<file path="src/rtl/clcd_pkg.sv">
// ----------------------------------------------------------------------------
// clcd_pkg
// Shared types and constants for the character LCD init and print block.
// ----------------------------------------------------------------------------
package clcd_pkg;

    // Default geometry of the display.
    localparam int COLUMNS_DEF = 16;
    localparam int ROWS_DEF    = 2;

    // Depth of the text store.
    localparam int STORE_DEPTH = 16;

    // Input command codes carried in tuser.
    typedef enum logic [1:0] {
        CMD_TICK    = 2'd0,
        CMD_LOAD    = 2'd1,
        CMD_PRINT   = 2'd2,
        CMD_RESTART = 2'd3
    } t_cmd;

    // Controller phases.
    typedef enum logic [2:0] {
        PH_BOOT  = 3'd0,
        PH_W1    = 3'd1,
        PH_W2    = 3'd2,
        PH_W3    = 3'd3,
        PH_SETUP = 3'd5,
        PH_IDLE  = 3'd6,
        PH_PRINT = 3'd7
    } t_phase;

    // Configuration register indexes.
    localparam logic [7:0] CFG_BOOT_DELAY  = 8'd0;
    localparam logic [7:0] CFG_FIRST_WAIT  = 8'd1;
    localparam logic [7:0] CFG_SHORT_WAIT  = 8'd2;
    localparam logic [7:0] CFG_DEVICE_ADDR = 8'd3;

    // Configuration reset values.
    localparam logic [15:0] BOOT_DELAY_RST  = 16'd50;
    localparam logic [7:0]  FIRST_WAIT_RST  = 8'd5;
    localparam logic [7:0]  SHORT_WAIT_RST  = 8'd1;
    localparam logic [6:0]  DEVICE_ADDR_RST = 7'd39;

    // LCD commands.
    localparam logic [7:0] LCD_WAKE_8BIT = 8'h30;
    localparam logic [7:0] LCD_WAKE_4BIT = 8'h20;
    localparam logic [2:0] SETUP_COUNT   = 3'd4;

    // Setup command sequence: function set, display on, entry mode, clear.
    function automatic logic [7:0] setup_cmd(input logic [1:0] idx);
        logic [7:0] c;
        unique case (idx)
            2'd0: c = 8'h28;
            2'd1: c = 8'h0C;
            2'd2: c = 8'h06;
            2'd3: c = 8'h01;
        endcase
        return c;
    endfunction

endpackage

</file>
<file path="src/rtl/char_lcd_i2c_init_and_print_top.sv">
// ----------------------------------------------------------------------------
// char_lcd_i2c_init_and_print_top
// HD44780 4-bit controller behind an I2C port expander: power-up sequence,
// text buffer and print, one LCD byte sent as four expander byte beats.
// ----------------------------------------------------------------------------
//  channel  | dir | handshake                      | payload
//  ---------+-----+--------------------------------+---------------------------
//  s_axis   | in  | s_axis_tvalid / s_axis_tready  | tuser command, tdata fields
//  m_axis   | out | m_axis_tvalid / m_axis_tready  | tuser byte_valid, tlast, tdata
//  cfg      | in  | i_cfg_valid / o_cfg_ready      | i_cfg_index, i_cfg_data
//
//  Each input item is decoded in the cycle it is accepted; its results leave
//  the output register from the next cycle on: one beat, or four beats when
//  an LCD byte is sent. A new item is accepted while the final beat of the
//  previous run is taken, so items follow back to back while m_axis does not stall.
//  Reset is synchronous and active low; the text store is not cleared.
//  A stall on m_axis holds the current beat and blocks s_axis.
// ----------------------------------------------------------------------------
module char_lcd_i2c_init_and_print_top #(
    parameter int COLUMNS = clcd_pkg::COLUMNS_DEF,
    parameter int ROWS    = clcd_pkg::ROWS_DEF
) (
    input  logic        i_clk,
    input  logic        i_rst_n,
    // Input stream.
    input  logic        s_axis_tvalid,
    output logic        s_axis_tready,
    // tdata: now_ms[31:0], bus_busy[32], char_code[40:33], row[42:41],
    // column[48:43], zero fill [55:49].
    input  logic [55:0] s_axis_tdata,
    // tuser: command[1:0].
    input  logic [1:0]  s_axis_tuser,
    // Output stream.
    output logic        m_axis_tvalid,
    input  logic        m_axis_tready,
    // tdata: i2c_byte[7:0], target_address[14:8], accepted[15],
    // ready_res[16], zero fill [23:17].
    output logic [23:0] m_axis_tdata,
    // tuser: byte_valid[0].
    output logic        m_axis_tuser,
    output logic        m_axis_tlast,
    // Configuration write channel.
    input  logic        i_cfg_valid,
    output logic        o_cfg_ready,
    input  logic [7:0]  i_cfg_index,
    input  logic [15:0] i_cfg_data
);

    localparam int          LIMIT    = (COLUMNS < clcd_pkg::STORE_DEPTH) ?
                                       COLUMNS : clcd_pkg::STORE_DEPTH;
    localparam logic [4:0]  LP_LIMIT = 5'(LIMIT);
    localparam logic [5:0]  LP_COLS  = 6'(COLUMNS);
    localparam logic [1:0]  LP_ROWS  = 2'(ROWS);

    // Configuration registers.
    logic [15:0] r_boot_delay;
    logic [7:0]  r_first_wait;
    logic [7:0]  r_short_wait;
    logic [6:0]  r_dev_addr;

    // Controller state.
    clcd_pkg::t_phase r_phase, n_phase;
    logic [31:0] r_mark, n_mark;
    logic [2:0]  r_setup_idx, n_setup_idx;
    logic [4:0]  r_load_count, n_load_count;
    logic [4:0]  r_print_len, n_print_len;
    logic [4:0]  r_send_idx, n_send_idx;
    logic [7:0]  r_text [clcd_pkg::STORE_DEPTH];

    // Output run register.
    logic        r_out_valid;
    logic [1:0]  r_beat;
    logic        r_four;
    logic [7:0]  r_lcd_data;
    logic        r_rs;
    logic        r_acc;
    logic        r_ready_res;
    logic [6:0]  r_tgt_addr;

    // Decoded input fields.
    clcd_pkg::t_cmd w_cmd;
    logic [31:0] w_now;
    logic        w_busy;
    logic [7:0]  w_char;
    logic [1:0]  w_row;
    logic [5:0]  w_col;
    logic        w_in_acc;
    logic        w_out_acc;
    logic        w_last_beat;
    logic [31:0] w_elapsed;
    logic        w_first_ok;
    logic        w_short_ok;
    logic        w_load_ok;
    logic        w_print_ok;

    // Results of the step.
    logic        n_emit;
    logic [7:0]  n_lcd_data;
    logic        n_rs;
    logic        n_acc;

    assign w_cmd    = clcd_pkg::t_cmd'(s_axis_tuser);
    assign w_now    = s_axis_tdata[31:0];
    assign w_busy   = s_axis_tdata[32];
    assign w_char   = s_axis_tdata[40:33];
    assign w_row    = s_axis_tdata[42:41];
    assign w_col    = s_axis_tdata[48:43];

    // Handshakes: input opens as the final beat of a run is taken.
    assign w_last_beat   = !r_four || (r_beat == 2'd3);
    assign w_out_acc     = r_out_valid && m_axis_tready;
    assign s_axis_tready = !r_out_valid || (m_axis_tready && w_last_beat);
    assign w_in_acc      = s_axis_tvalid && s_axis_tready;
    assign o_cfg_ready   = 1'b1;

    // Shared step conditions.
    assign w_elapsed  = w_now - r_mark;
    assign w_first_ok = !w_busy && (w_elapsed >= {24'd0, r_first_wait});
    assign w_short_ok = !w_busy && (w_elapsed >= {24'd0, r_short_wait});
    assign w_load_ok  = (r_phase == clcd_pkg::PH_IDLE) && (w_char != 8'd0) &&
                        (r_load_count < LP_LIMIT);
    assign w_print_ok = (r_phase == clcd_pkg::PH_IDLE) && (w_row < LP_ROWS) &&
                        (w_col < LP_COLS);

    // Next state of the controller.
    always_comb begin
        n_phase      = r_phase;
        n_mark       = r_mark;
        n_setup_idx  = r_setup_idx;
        n_load_count = r_load_count;
        n_print_len  = r_print_len;
        n_send_idx   = r_send_idx;
        unique case (w_cmd)
            clcd_pkg::CMD_TICK: begin
                unique case (r_phase)
                    clcd_pkg::PH_BOOT: begin
                        if (w_now > {16'd0, r_boot_delay}) begin
                            n_mark  = w_now;
                            n_phase = clcd_pkg::PH_W1;
                        end
                    end
                    clcd_pkg::PH_W1: begin
                        if (w_first_ok) begin
                            n_mark  = w_now;
                            n_phase = clcd_pkg::PH_W2;
                        end
                    end
                    clcd_pkg::PH_W2: begin
                        if (w_short_ok) begin
                            n_mark  = w_now;
                            n_phase = clcd_pkg::PH_W3;
                        end
                    end
                    clcd_pkg::PH_W3: begin
                        if (w_short_ok) begin
                            n_setup_idx = 3'd0;
                            n_phase     = clcd_pkg::PH_SETUP;
                        end
                    end
                    clcd_pkg::PH_SETUP: begin
                        if (!w_busy) begin
                            if (r_setup_idx < clcd_pkg::SETUP_COUNT) begin
                                n_setup_idx = r_setup_idx + 3'd1;
                            end else begin
                                n_phase = clcd_pkg::PH_IDLE;
                            end
                        end
                    end
                    clcd_pkg::PH_PRINT: begin
                        if (!w_busy) begin
                            if (r_send_idx < r_print_len) begin
                                n_send_idx = r_send_idx + 5'd1;
                            end else begin
                                n_phase = clcd_pkg::PH_IDLE;
                            end
                        end
                    end
                    default: begin
                    end
                endcase
            end
            clcd_pkg::CMD_LOAD: begin
                if (w_load_ok) begin
                    n_load_count = r_load_count + 5'd1;
                end
            end
            clcd_pkg::CMD_PRINT: begin
                if (w_print_ok) begin
                    n_print_len  = r_load_count;
                    n_load_count = 5'd0;
                    n_send_idx   = 5'd0;
                    n_phase      = clcd_pkg::PH_PRINT;
                end
            end
            clcd_pkg::CMD_RESTART: begin
                n_phase = clcd_pkg::PH_BOOT;
                n_mark  = 32'd0;
            end
        endcase
    end

    // Results of the step: whether an LCD byte goes out, and which.
    // Text characters are fetched from the store by the payload register.
    always_comb begin
        n_emit     = 1'b0;
        n_lcd_data = 8'd0;
        n_rs       = 1'b0;
        n_acc      = 1'b0;
        unique case (w_cmd)
            clcd_pkg::CMD_TICK: begin
                unique case (r_phase)
                    clcd_pkg::PH_W1: begin
                        n_emit     = w_first_ok;
                        n_lcd_data = clcd_pkg::LCD_WAKE_8BIT;
                    end
                    clcd_pkg::PH_W2: begin
                        n_emit     = w_short_ok;
                        n_lcd_data = clcd_pkg::LCD_WAKE_8BIT;
                    end
                    clcd_pkg::PH_W3: begin
                        n_emit     = w_short_ok;
                        n_lcd_data = clcd_pkg::LCD_WAKE_4BIT;
                    end
                    clcd_pkg::PH_SETUP: begin
                        n_emit     = !w_busy && (r_setup_idx < clcd_pkg::SETUP_COUNT);
                        n_lcd_data = clcd_pkg::setup_cmd(r_setup_idx[1:0]);
                    end
                    clcd_pkg::PH_PRINT: begin
                        n_emit     = !w_busy && (r_send_idx < r_print_len);
                        n_rs       = 1'b1;
                    end
                    default: begin
                    end
                endcase
            end
            clcd_pkg::CMD_LOAD: begin
                n_acc = w_load_ok;
            end
            clcd_pkg::CMD_PRINT: begin
                // Set DDRAM address: row one starts at 0x40.
                n_emit     = w_print_ok;
                n_lcd_data = {1'b1, (w_row != 2'd0), w_col};
                n_acc      = w_print_ok;
            end
            clcd_pkg::CMD_RESTART: begin
            end
        endcase
    end

    // Configuration registers.
    always_ff @(posedge i_clk) begin
        if (!i_rst_n) begin
            r_boot_delay <= clcd_pkg::BOOT_DELAY_RST;
            r_first_wait <= clcd_pkg::FIRST_WAIT_RST;
            r_short_wait <= clcd_pkg::SHORT_WAIT_RST;
            r_dev_addr   <= clcd_pkg::DEVICE_ADDR_RST;
        end else if (i_cfg_valid && o_cfg_ready) begin
            if (i_cfg_index == clcd_pkg::CFG_BOOT_DELAY)  r_boot_delay <= i_cfg_data;
            if (i_cfg_index == clcd_pkg::CFG_FIRST_WAIT)  r_first_wait <= i_cfg_data[7:0];
            if (i_cfg_index == clcd_pkg::CFG_SHORT_WAIT)  r_short_wait <= i_cfg_data[7:0];
            if (i_cfg_index == clcd_pkg::CFG_DEVICE_ADDR) r_dev_addr   <= i_cfg_data[6:0];
        end
    end

    // Controller state update on each accepted item.
    always_ff @(posedge i_clk) begin
        if (!i_rst_n) begin
            r_phase      <= clcd_pkg::PH_BOOT;
            r_mark       <= 32'd0;
            r_setup_idx  <= 3'd0;
            r_load_count <= 5'd0;
            r_print_len  <= 5'd0;
            r_send_idx   <= 5'd0;
        end else if (w_in_acc) begin
            r_phase      <= n_phase;
            r_mark       <= n_mark;
            r_setup_idx  <= n_setup_idx;
            r_load_count <= n_load_count;
            r_print_len  <= n_print_len;
            r_send_idx   <= n_send_idx;
        end
    end

    // Text store, written by accepted loads.
    always_ff @(posedge i_clk) begin
        if (w_in_acc && (w_cmd == clcd_pkg::CMD_LOAD) && w_load_ok) begin
            r_text[r_load_count[3:0]] <= w_char;
        end
    end

    // Output run control.
    always_ff @(posedge i_clk) begin
        if (!i_rst_n) begin
            r_out_valid <= 1'b0;
            r_beat      <= 2'd0;
        end else if (w_in_acc) begin
            r_out_valid <= 1'b1;
            r_beat      <= 2'd0;
        end else if (w_out_acc) begin
            if (w_last_beat) begin
                r_out_valid <= 1'b0;
            end else begin
                r_beat <= r_beat + 2'd1;
            end
        end
    end

    // Output run payload, captured with the item. A text beat reads the
    // character at the send pointer straight from the store.
    always_ff @(posedge i_clk) begin
        if (w_in_acc) begin
            r_four      <= n_emit;
            r_lcd_data  <= n_rs ? r_text[r_send_idx[3:0]] : n_lcd_data;
            r_rs        <= n_rs;
            r_acc       <= n_acc;
            r_ready_res <= (n_phase == clcd_pkg::PH_IDLE);
            r_tgt_addr  <= r_dev_addr;
        end
    end

    // Expander byte of the current beat: nibble, backlight, enable, RS.
    logic [3:0] w_nibble;
    logic       w_en;
    logic [7:0] w_byte;

    assign w_nibble = r_beat[1] ? r_lcd_data[3:0] : r_lcd_data[7:4];
    assign w_en     = !r_beat[0];
    assign w_byte   = r_four ? {w_nibble, 1'b1, w_en, 1'b0, r_rs} : 8'd0;

    assign m_axis_tvalid = r_out_valid;
    assign m_axis_tdata  = {7'd0, r_ready_res, r_acc, r_tgt_addr, w_byte};
    assign m_axis_tuser  = r_four;
    assign m_axis_tlast  = w_last_beat;

`ifndef ASSERT_OFF
    // A pending non-final beat keeps the input closed.
    a_no_accept_mid_run: assert property (@(posedge i_clk) disable iff (!i_rst_n)
        (r_out_valid && !w_last_beat) |-> !s_axis_tready)
        else $error("input accepted in the middle of a four-beat run");

    // Status beats carry no byte and always end the run.
    a_status_is_last: assert property (@(posedge i_clk) disable iff (!i_rst_n)
        (m_axis_tvalid && !m_axis_tuser) |-> (m_axis_tlast && (m_axis_tdata[7:0] == 8'd0)))
        else $error("status beat not final or carries a byte");

    // The send pointer never runs past the print length.
    a_send_bound: assert property (@(posedge i_clk) disable iff (!i_rst_n)
        r_send_idx <= r_print_len)
        else $error("send index beyond print length");

    // The load count and the print length stay within the buffer limit.
    a_load_bound: assert property (@(posedge i_clk) disable iff (!i_rst_n)
        (r_load_count <= LP_LIMIT) && (r_print_len <= LP_LIMIT))
        else $error("text count beyond buffer limit");
`endif

endmodule

</file>
<file path="config.mk">
export PLATFORM = sky130hd
export DESIGN_NAME = char_lcd_i2c_init_and_print_top
export DESIGN_NICKNAME = d
export VERILOG_FILES = /design/src/rtl/clcd_pkg.sv /design/src/rtl/char_lcd_i2c_init_and_print_top.sv
export SDC_FILE = /design/constraint.sdc
export NUM_CORES = 1
export LEC_CHECK = 0
export BUFFER_PORTS_ARGS = -buffer_cell sky130_fd_sc_hd__buf_2
export CORE_ASPECT_RATIO = 0.75
export CORE_UTILIZATION = 55
export DETAILED_ROUTE_END_ITERATION = 6
export GPL_TIMING_DRIVEN = 0
export PLACE_DENSITY_LB_ADDON = 0.05
export SLEW_MARGIN = 15
export SYNTH_ARGS = -nofsm -noshare
export SYNTH_HDL_FRONTEND = slang
export SYNTH_SLANG_ARGS = --single-unit
</file>
<file path="constraint.sdc">
create_clock -name i_clk -period 4 [get_ports i_clk]
set_clock_uncertainty 0.15 [all_clocks]
set_input_delay 0 -clock i_clk [delete_from_list [all_inputs] [get_ports i_clk]]
set_output_delay 0 -clock i_clk [all_outputs]
set_load 0.005 [all_outputs]
</file>
Word level (Yosys, flattened, before mapping)

Memory sizes are Yosys's and may differ from the RTL's. A register that Yosys moved wholly into a read port is not among the register bits.
Cells that the tools add are included.

Latch bits: 0
Output and inout bits: 29
Memory bits (read-only): 0
Memories kept: 1
Bits of input ports: 87
Bits in writable memories: 128
Register bits after elaboration: 114

Memories:

| memory | words | width | rd ports | clocked after Yosys merged registers in | write ports | RTL line                              | text |
|---|---|---|---|---|---|---|---|
| r_text | 16    | 8     | 1        | 1                                       | 1           | char_lcd_i2c_init_and_print_top.sv:68 | `logic [7:0] r_text [clcd_pkg::STORE_DEPTH];` |

Div/mod/pow operators: 0
Bitwise logic cells: 2
$mul: 0
Reductions and logical operators: 45
Eq/ne operators: 29
Shift operators: 0
Muxes and demuxes: 45
$lt $le $gt $ge: 8
$add $sub $neg: 5

Operators with widths:

| operator                                            | count |
|---|---|
| 2-to-1 mux 32 bit                                   | 3 |
| one-hot mux 32 bit (3 select lines)                 | 1 |
| >= comparator 32 x 8 -> 1 bit                       | 2 |
| one-hot mux 32 bit (2 select lines)                 | 1 |
| 2-to-1 mux 3 bit                                    | 12 |
| greater-than comparator 32 x 16 -> 1 bit            | 1 |
| one-hot mux 8 bit (4 select lines)                  | 1 |
| subtractor 32 bit                                   | 1 |
| 2-to-1 mux 5 bit                                    | 5 |
| one-hot mux 8 bit (3 select lines)                  | 1 |
| one-hot mux 5 bit (2 select lines)                  | 2 |
| one-hot mux 3 bit (6 select lines)                  | 1 |
| AND reduction 6 bit                                 | 3 |
| equality test 8 x 2 -> 1 bit, second input constant | 2 |
| 2-to-1 mux 8 bit                                    | 2 |
| one-hot mux 8 bit (2 select lines)                  | 1 |
| inequality test 2 bit, second input constant        | 7 |
| nonzero test 2 bit                                  | 7 |
| logical AND 1 bit                                   | 13 |
| equality test 3 bit, second input constant          | 4 |
| 2-to-1 mux 4 bit                                    | 3 |
| AND reduction 2 bit                                 | 6 |
| adder 5 x 1 -> 5 bit, second input constant         | 2 |
| equality test 2 bit, second input constant          | 5 |
| other kinds (29)                                    | 48 |

Logic depth before layout (Yosys ltp)

Gate-level depths: netlist (run 1).

Depth after elaboration: 9
Mapped depth: 19

Least setup slack after synthesis (run 1)

No wires, ideal clock.

Path kind: flip-flop to flip-flop
Start point: register r_mark[0]
End point: register r_mark[16]
Path buffers: 2
Path slack: 0.081 ns
Cell stages (with the launch flop): 17
Period minus slack after synthesis: 3.919 ns
Arrival: 3.647 ns
Required time: 3.728 ns
Cell sequence: dfxtp_1 -> ha_1 -> fa_1 -> nand2b_1 -> a21oi_1 -> o21ai_0 -> mux2i_1 -> nor4_1 -> nand4_1 -> nor4_1 -> nand4_1 -> o41ai_4 -> nor3_2 -> or2_1 -> buf_6 -> buf_6 -> a311o_1

Word-level cells in the longest chain between the ends: 5
Elaborated cells on any way between the ends: 8
Classes of those cells: add/sub (1); order compare (2); eq/ne (2); reduce/logical (3)

RTL lines:

| what                                             | RTL line                                                                       | text |
|---|---|---|
| start: declaration                               | char_lcd_i2c_init_and_print_top.sv:63                                          | `logic [31:0] r_mark, n_mark;` |
| start signal: assignment                         | char_lcd_i2c_init_and_print_top.sv:276                                         | `r_mark <= n_mark;` |
| subtractor 32 bit (*)                            | char_lcd_i2c_init_and_print_top.sv:117                                         | `assign w_elapsed = w_now - r_mark;` |
| >= comparator 32 x 8 -> 1 bit (on tied branches) | char_lcd_i2c_init_and_print_top.sv:119, char_lcd_i2c_init_and_print_top.sv:118 |  |
| logical AND 1 bit (on tied branches)             | char_lcd_i2c_init_and_print_top.sv:119, char_lcd_i2c_init_and_print_top.sv:118 |  |
| inequality test 3 bit (no source line)           | --                                                                             |  |
| AND reduction 6 bit (no source line) (*)         | --                                                                             |  |

Every way passes the cells marked *; elsewhere a longest branch is shown, timed or not.
A chain may end at the register's enable or synchronous reset.

Worst setup path after layout (run 1)

Start point: register r_mark[0]
End point: register r_mark[13]

The elaborated chain is that of the path after synthesis.

==> impl_metrics.csv, run 1 <==
group,metric,value,unit
run_status,outcome,"finished, violations left",
run_status,violations,"setup timing",
critical_path,r2r-end,"r_mark[13]",
synth,yosysSeqAreaShare,47.3,%
routing,vias,11400,
critical_path,crit_path_end,"r_mark[13]",
synth,syn_avg_cell_area,10.4,um^2
sta,min_period_over_period,106,%
clock_network,cts_tree,"done",
synth,synthesis.area,13500,um^2
sta,period_minus_slack,4.23,ns
floorplan,die_w,183,um
flow_run,drv_cap,0,
sta,fmax,236,MHz
sta,hold_violations,0,
place,hpwl,27400,um
clock_network,clock_sinks,246,
power,finalPower,6.15,mW
routing,routed_wl,39500,um
clock_network,clockBufferDepth,3,
sta,grt_setup_unrepaired,"true",
power,pwr-share-comb,17.9,%
routing,first_pass_iters,5,
sta,slew_violations,0,
floorplan,rows,49,
routing,ant_nets,0,
synth,yosysMostFrequentCell,"nand2_1",
sta,setup_viol,39,
synth,synth_cells,1305,
grt,grt_usage,31.1,%
hold_path,hold_path.class,"in2reg",
clock_network,clk_latency,0.53,ns
finish,drive_above_1_share,21.0,%
grt,grt_pass1_wl,59800,um
power,power.density,364,nW/um^2
finish,antenna_cells,0,
clock_network,cts_buffers,24,
synth,synth_top_area_share,32.6,%
power,swShare,26.9,%
synth,synthArstFlopShare,0,%
finish,area_growth,24.9,%
floorplan,die_area,25200,um^2
critical_path,worst-path-stages,16,
clock_network,clkTransAtPathRegs,0.07,ns
grt,antenna_found_initial,0,
place,numPortBuffers,97,
sta,worst_slack,-0.230,ns
critical_path,cp-start-kind,"flip-flop",
place,dpl_cell_area,14500,um^2
clock_network,cts_max_level,1,
sta,worst_pin_slew,1.02,ns
power,vdd_ir_drop_max,576,uV
synth,synth-edff-count,147,
routing,drt-wirelength-per-cell,20.9,um
critical_path,cp-end-kind,"flip-flop",
grt,gr-total-overflow,0,
critical_path,crit_arrival,4.50,ns
floorplan,ios,116,
synth,ys_top_cells_by_area,"edfxtp_1, dfxtp_1, ha_1",
critical_path,reg2reg_depth,16,
critical_path,crit_path_top_delay_cell,"fa_2",
finish,fin_area,16900,um^2
floorplan,start_util,56.3,%
critical_path,max_stage_delay,0.39,ns
critical_path,reg2reg_from,"r_mark[0]",
critical_path,startpoint,"r_mark[0]",
critical_path,crit_buf_inv,3,
critical_path,critPathTopFamily,"compound AO/OA/AOI/OAI gates",
critical_path,r2r_slack,-0.23,ns
grt,grt_pass1_vias,10500,
synth,netlist_top_cells_count,"nand2_1, edfxtp_1, dfxtp_1",
power,clkPwrFrac,37.7,%
sta,relSlewSlack,31.8,%
floorplan,coreArea,24000,um^2
finish,fin_nets,1711,
critical_path,path_max_fanout,6,
grt,grt_max_degree,25,
synth,yosys.area.top_type,"edfxtp_1",
synth,ys_types,74,
critical_path,cpMostUsedCell,"nor3_4",
routing,avgViaCountPerCell,6.04,
power,switchingPower,1.66,mW
routing,drt-initial-drc-count,1242,
finish,fillCellCount,1852,
power,p_leak,5.97,nW
critical_path,crit_type,"reg2reg",
synth,synth_warnings,0,
place,dp_slack,-1.11,ns
critical_path,path_cells,"ha_4, fa_2, nand2b_4, a21oi_4, nor2_1, xnor2_1, ha_1, o21a_1, a21oi_1, inv_1, o41ai_4, nor3_4, buf_6, nor3_4, buf_2, o2bb2ai_1",
sta,hold_slack,0.0348,ns
power,seqPwrFrac,44.4,%
synth,ys.flop_type,"edfxtp_1",
place,gp_congestion,0.926,
routing,drc_errors,0,
floorplan,die_h,138,um
critical_path,required,4.27,ns
synth,ys_seq_elements,246,
sta,setup_tns,-6.74,ns
power,internal_power,4.49,mW
clock_network,cts-root-buf,"clkbuf_16",
==> cell families after synthesis <==
kind of cell | count (synthesis) | share of synthesized area, %
flip-flops | 246 | 47.3
XOR/XNOR | 23 | 1.49
other | 2 | 0.0555
multiplexers | 68 | 8.77
AND/OR/NAND/NOR | 411 | 14.4
buffers and inverters | 174 | 5.42
AO/OA/AOI/OAI | 299 | 14.9
adder cells (fa/ha/maj) | 82 | 7.64
==> through the flow <==
stage | instances | util [%]
final | 1891 | 70.3
after global routing | 1891 | 70.3
after CTS | 1884 | 69.2
after detailed placement | 1740 | 60.2
after global placement | 1740 | 60.1
after floorplan | 1312 | -
==> worst register-to-register path: cells and delay by family, from the launching register on <==
kind	cells	cell delay, ns
AOI/OAI and AO/OA	5	1.17
adders and majority gates	3	0.87
and+or+nand+nor	4	0.68
buffers and inverters	3	0.54
xor gates and xnor gates	1	0.39
DFF	1	0.33
==> layer usage <==
metal / track usage, % / part of all wire (%) / vias to the layer above
met2: 43.5 / 41 / 541
li1: - / - / 5306
met4: 4.72 / 1.2 / 0
met1: 49.7 / 48 / 5539
met3: 6.45 / 9.9 / 43
met5: 0 / 0 / -
==> final cells by class <==
| class | count | area [um^2] | area share, % |
|---|---|---|---|
| Buffer | 73 | 408 | 2.42 |
| Clock buffer | 29 | 641 | 3.79 |
| Clock inverter | 15 | 156 | 0.926 |
| Inverter | 96 | 360 | 2.13 |
| Multi-Input combinational cell | 892 | 6940 | 41.1 |
| Sequential cell | 246 | 6400 | 37.9 |
| Tap cell | 331 | 414 | 2.45 |
| Timing Repair Buffer | 209 | 1570 | 9.32 |
==> worst min-delay path by stage <==
| stage | slack (ns) | depth (start not counted) | end | startpoint |
|---|---|---|---|---|
| floorplan | -0.05 | 0 | r_text[0][0] | s_axis_tdata[33] |
| global placement | 0.1 | 3 | r_boot_delay[12] | i_cfg_data[12] |
| detailed placement | 0.10 | 3 | r_boot_delay[11] | i_cfg_data[11] |
| CTS | 0.01 | 6 | r_dev_addr[4] | i_cfg_index[3] |
| global route | 0.07 | 6 | r_dev_addr[4] | i_cfg_index[2] |
| finish | 0.03 | 6 | r_dev_addr[4] | i_cfg_index[3] |
==> flip-flops by register name, summed over array words and instances, names as in the netlist, 2 cells and up, named ones only <==
| name | flops |
|---|---|
| r_beat | 2 |
| r_boot_delay | 16 |
| r_dev_addr | 7 |
| r_first_wait | 8 |
| r_lcd_data | 8 |
| r_load_count | 5 |
| r_mark | 32 |
| r_phase | 3 |
| r_print_len | 5 |
| r_send_idx | 5 |
| r_setup_idx | 3 |
| r_short_wait | 8 |
| r_text | 128 |
| r_tgt_addr | 7 |
==> layout by cell type, fill, tap and decap left out, types with 8 or more instances in the layout <==
master and instances:
mux4_2 40, nand4_1 22, nand2b_1 23, inv_1 93
buf_2 100, a21o_1 9, clkbuf_1 40, nand2_1 147
dlygate4sd3_1 86, o2bb2ai_1 13, a311o_1 18, a21oi_1 80
o21ai_0 46, nand3_1 41, buf_6 9, mux2i_1 23
o211ai_1 16, a21oi_2 10, o31ai_1 20, clkinv_1 8
buf_4 38, conb_1 9, dfxtp_1 97, ha_1 72
nor4_1 20, clkbuf_16 25, o21a_1 9, nor3_1 8
edfxtp_1 147, xnor2_1 13, nor2b_1 14, nor2_1 82
nor4_2 8
==> what timing repair did <==
action	in CTS	in global routing
resized for setup	85	43
hold buffers	86	0
endpoints found under the setup margin	40	40
gates cloned	1	1
pin swaps	48	13
setup buffers	18	6
endpoints found under the hold margin	218	0
==> power by group through the flow <==
stage	clock network, mW	logic (mW)	registers (mW)
after floorplan	0	0.580	2.78
after global placement	0	0.859	2.78
after detailed placement	0	0.862	2.78
after CTS	2.34	1.03	2.73
after global routing	2.42	1.19	2.73
final	2.32	1.10	2.73
Note: power is estimated with default switching activity, not from simulation.
==> inputs of run 2 (changes only) <==
Settings changed: CAP_MARGIN set to 40, CORE_ASPECT_RATIO 0.75 to 0.9, REMOVE_ABC_BUFFERS set to 1.
==> impl_metrics.csv, run 2 (synthesis gave the netlist of run 1 again) <==
group,metric,value,unit
finish,antenna_cells,0,
place,numPortBuffers,99,
finish,area_growth,27.7,%
floorplan,coreArea,24200,um^2
routing,drt-initial-drc-count,1068,
critical_path,path_cells,"inv_1, ha_4, o211ai_1, a21oi_2, buf_4, o21ai_0, o211ai_1, o211ai_1, xnor2_1, nor4_1, nand4_1, buf_6, o41ai_4, nor3_4, buf_12, o32ai_4, buf_6, o2bb2ai_1",
grt,grt_usage,29.0,%
clock_network,clockBufferDepth,3,
sta,grt_setup_unrepaired,"true",
routing,drc_errors,0,
clock_network,clk_latency,0.55,ns
power,vdd_ir_drop_max,375,uV
routing,routed_wl,37100,um
sta,min_period_over_period,104,%
finish,post-route-util,71.4,%
routing,drt-wirelength-per-cell,20.0,um
clock_network,cts_max_level,1,
sta,fmax,240,MHz
sta,slew_violations,0,
grt,grt_pass1_vias,10600,
place,hpwl,24700,um
critical_path,r2r_slack,-0.16,ns
critical_path,r2r-end,"r_mark[4]",
critical_path,required,4.32,ns
power,p_leak,6.10,nW
grt,gr-total-overflow,0,
clock_network,clock_sinks,246,
run_status,outcome,"finished, violations left",
floorplan,die_h,151,um
clock_network,cts_buffers,27,
sta,period_minus_slack,4.16,ns
grt,grt_max_degree,45,
critical_path,crit_arrival,4.49,ns
hold_path,min_from,"i_cfg_index[5]",
critical_path,cp-end-kind,"flip-flop",
floorplan,die_area,25200,um^2
hold_path,hold_path.class,"in2reg",
sta,hold_violations,0,
routing,ant_nets,0,
sta,relSlewSlack,38.4,%
clock_network,cts-root-buf,"clkbuf_16",
routing,vias,11100,
critical_path,crit_path_top_delay_cell,"o41ai_4",
flow_run,drv_cap,0,
critical_path,reg2reg_from,"r_mark[2]",
critical_path,cp-start-kind,"flip-flop",
critical_path,max_stage_delay,0.47,ns
floorplan,start_util,55.9,%
sta,hold_slack,0.0342,ns
routing,first_pass_iters,5,
critical_path,crit_type,"reg2reg",
critical_path,cpMostUsedCell,"o211ai_1",
floorplan,rows,54,
run_status,violations,"setup timing",
critical_path,path_max_fanout,8,
power,power.density,373,nW/um^2
clock_network,cts_tree,"done",
place,gp_congestion,0.929,
finish,drive_above_1_share,22.9,%
critical_path,startpoint,"r_mark[2]",
critical_path,reg2reg_depth,18,
clock_network,clkTransAtPathRegs,0.07,ns
finish,largest_register_ffs,128,
finish,fin_nets,1692,
grt,grt_pass1_wl,56900,um
sta,setup_tns,-3.81,ns
floorplan,die_w,167,um
grt,antenna_found_initial,0,
sta,worst_slack,-0.162,ns
sta,setup_viol,33,
sta,worst_pin_slew,0.922,ns
finish,most-common-layout-cells,"nand2_1, edfxtp_1, dlygate4sd3_1, buf_2, dfxtp_1",
critical_path,crit_path_end,"r_mark[4]",
floorplan,ios,116,
place,dp_slack,-0.938,ns
routing,avgViaCountPerCell,6.01,
==> run 2: cell types whose count changed in the layout (fill, tap and decap cells not counted), moves of 6 or more <==
cell           before  now
ha_4                3   20
clkbuf_1           40    3
buf_1               7    1
dlygate4sd3_1      86  109
ha_1               72   57
nor4_2              8    2
nor4_1             20   27
==> run 2: worst max-delay path: cells and delay by family (launching register included) <==
family	cells	cell delay [ns]
fa+ha+maj	1	0.24
xor+xnor	1	0.14
flops	1	0.33
simple gates	3	0.55
compound gates	8	1.90
buf+inv	5	0.77
==> run 2: layer usage <==
layer / up-vias / track usage [%] / wire length (um)
met5: - / 0 / 0
met4: 0 / 9.04 / 957
met3: 78 / 4.99 / 2650
met2: 425 / 45.6 / 16500
met1: 5364 / 41.0 / 17000
li1: 5259 / - / -
==> run 2: where the power goes <==
| part | switching (mW) | internal, mW | total [mW] |
|---|---|---|---|
| Combinational | 0.643 | 0.481 | 1.12 |
| Clock | 1.06 | 1.52 | 2.58 |
| Sequential | 0.0192 | 2.72 | 2.73 |
| Total | 1.72 | 4.72 | 6.44 |
==> run 2: timing repair <==
action / in CTS / in global routing
setup endpoints to repair: 39 / 39
pin swaps: 30 / 25
gates cloned: 5 / 0
resized for setup: 83 / 51
hold buffers: 109 / 0
buffers inserted: 17 / 10
hold endpoints to repair: 223 / 0
==> run 2: worst min-delay path by stage <==
stage                        to  cells after the start
2_1_floorplan   r_short_wait[0]                      1
3_3_place_gp    r_boot_delay[9]                      3
3_5_place_dp   r_boot_delay[10]                      3
4_1_cts         r_boot_delay[0]                      5
5_1_grt         r_boot_delay[2]                      5
6_report        r_boot_delay[0]                      5
==> run 2: stage by stage <==
| step | power [mW] | instance area [um^2] | instances |
|---|---|---|---|
| after floorplan | 3.34 | 13200 | 1234 |
| after global placement | 3.60 | 14100 | 1641 |
| after detailed placement | 3.63 | 14300 | 1658 |
| after CTS | 6.38 | 16900 | 1839 |
| after global routing | 6.67 | 17300 | 1852 |
| final | 6.44 | 17300 | 1852 |
==> run 2: cell type report <==
cell class	count	area [um^2]
well taps	308	385
clock buffers	30	687
multi-input cells	895	7120
flip-flops and latches	246	6400
fillers	1742	6920
inverters	96	362
clock inverters	20	241
repair buffers	257	2070
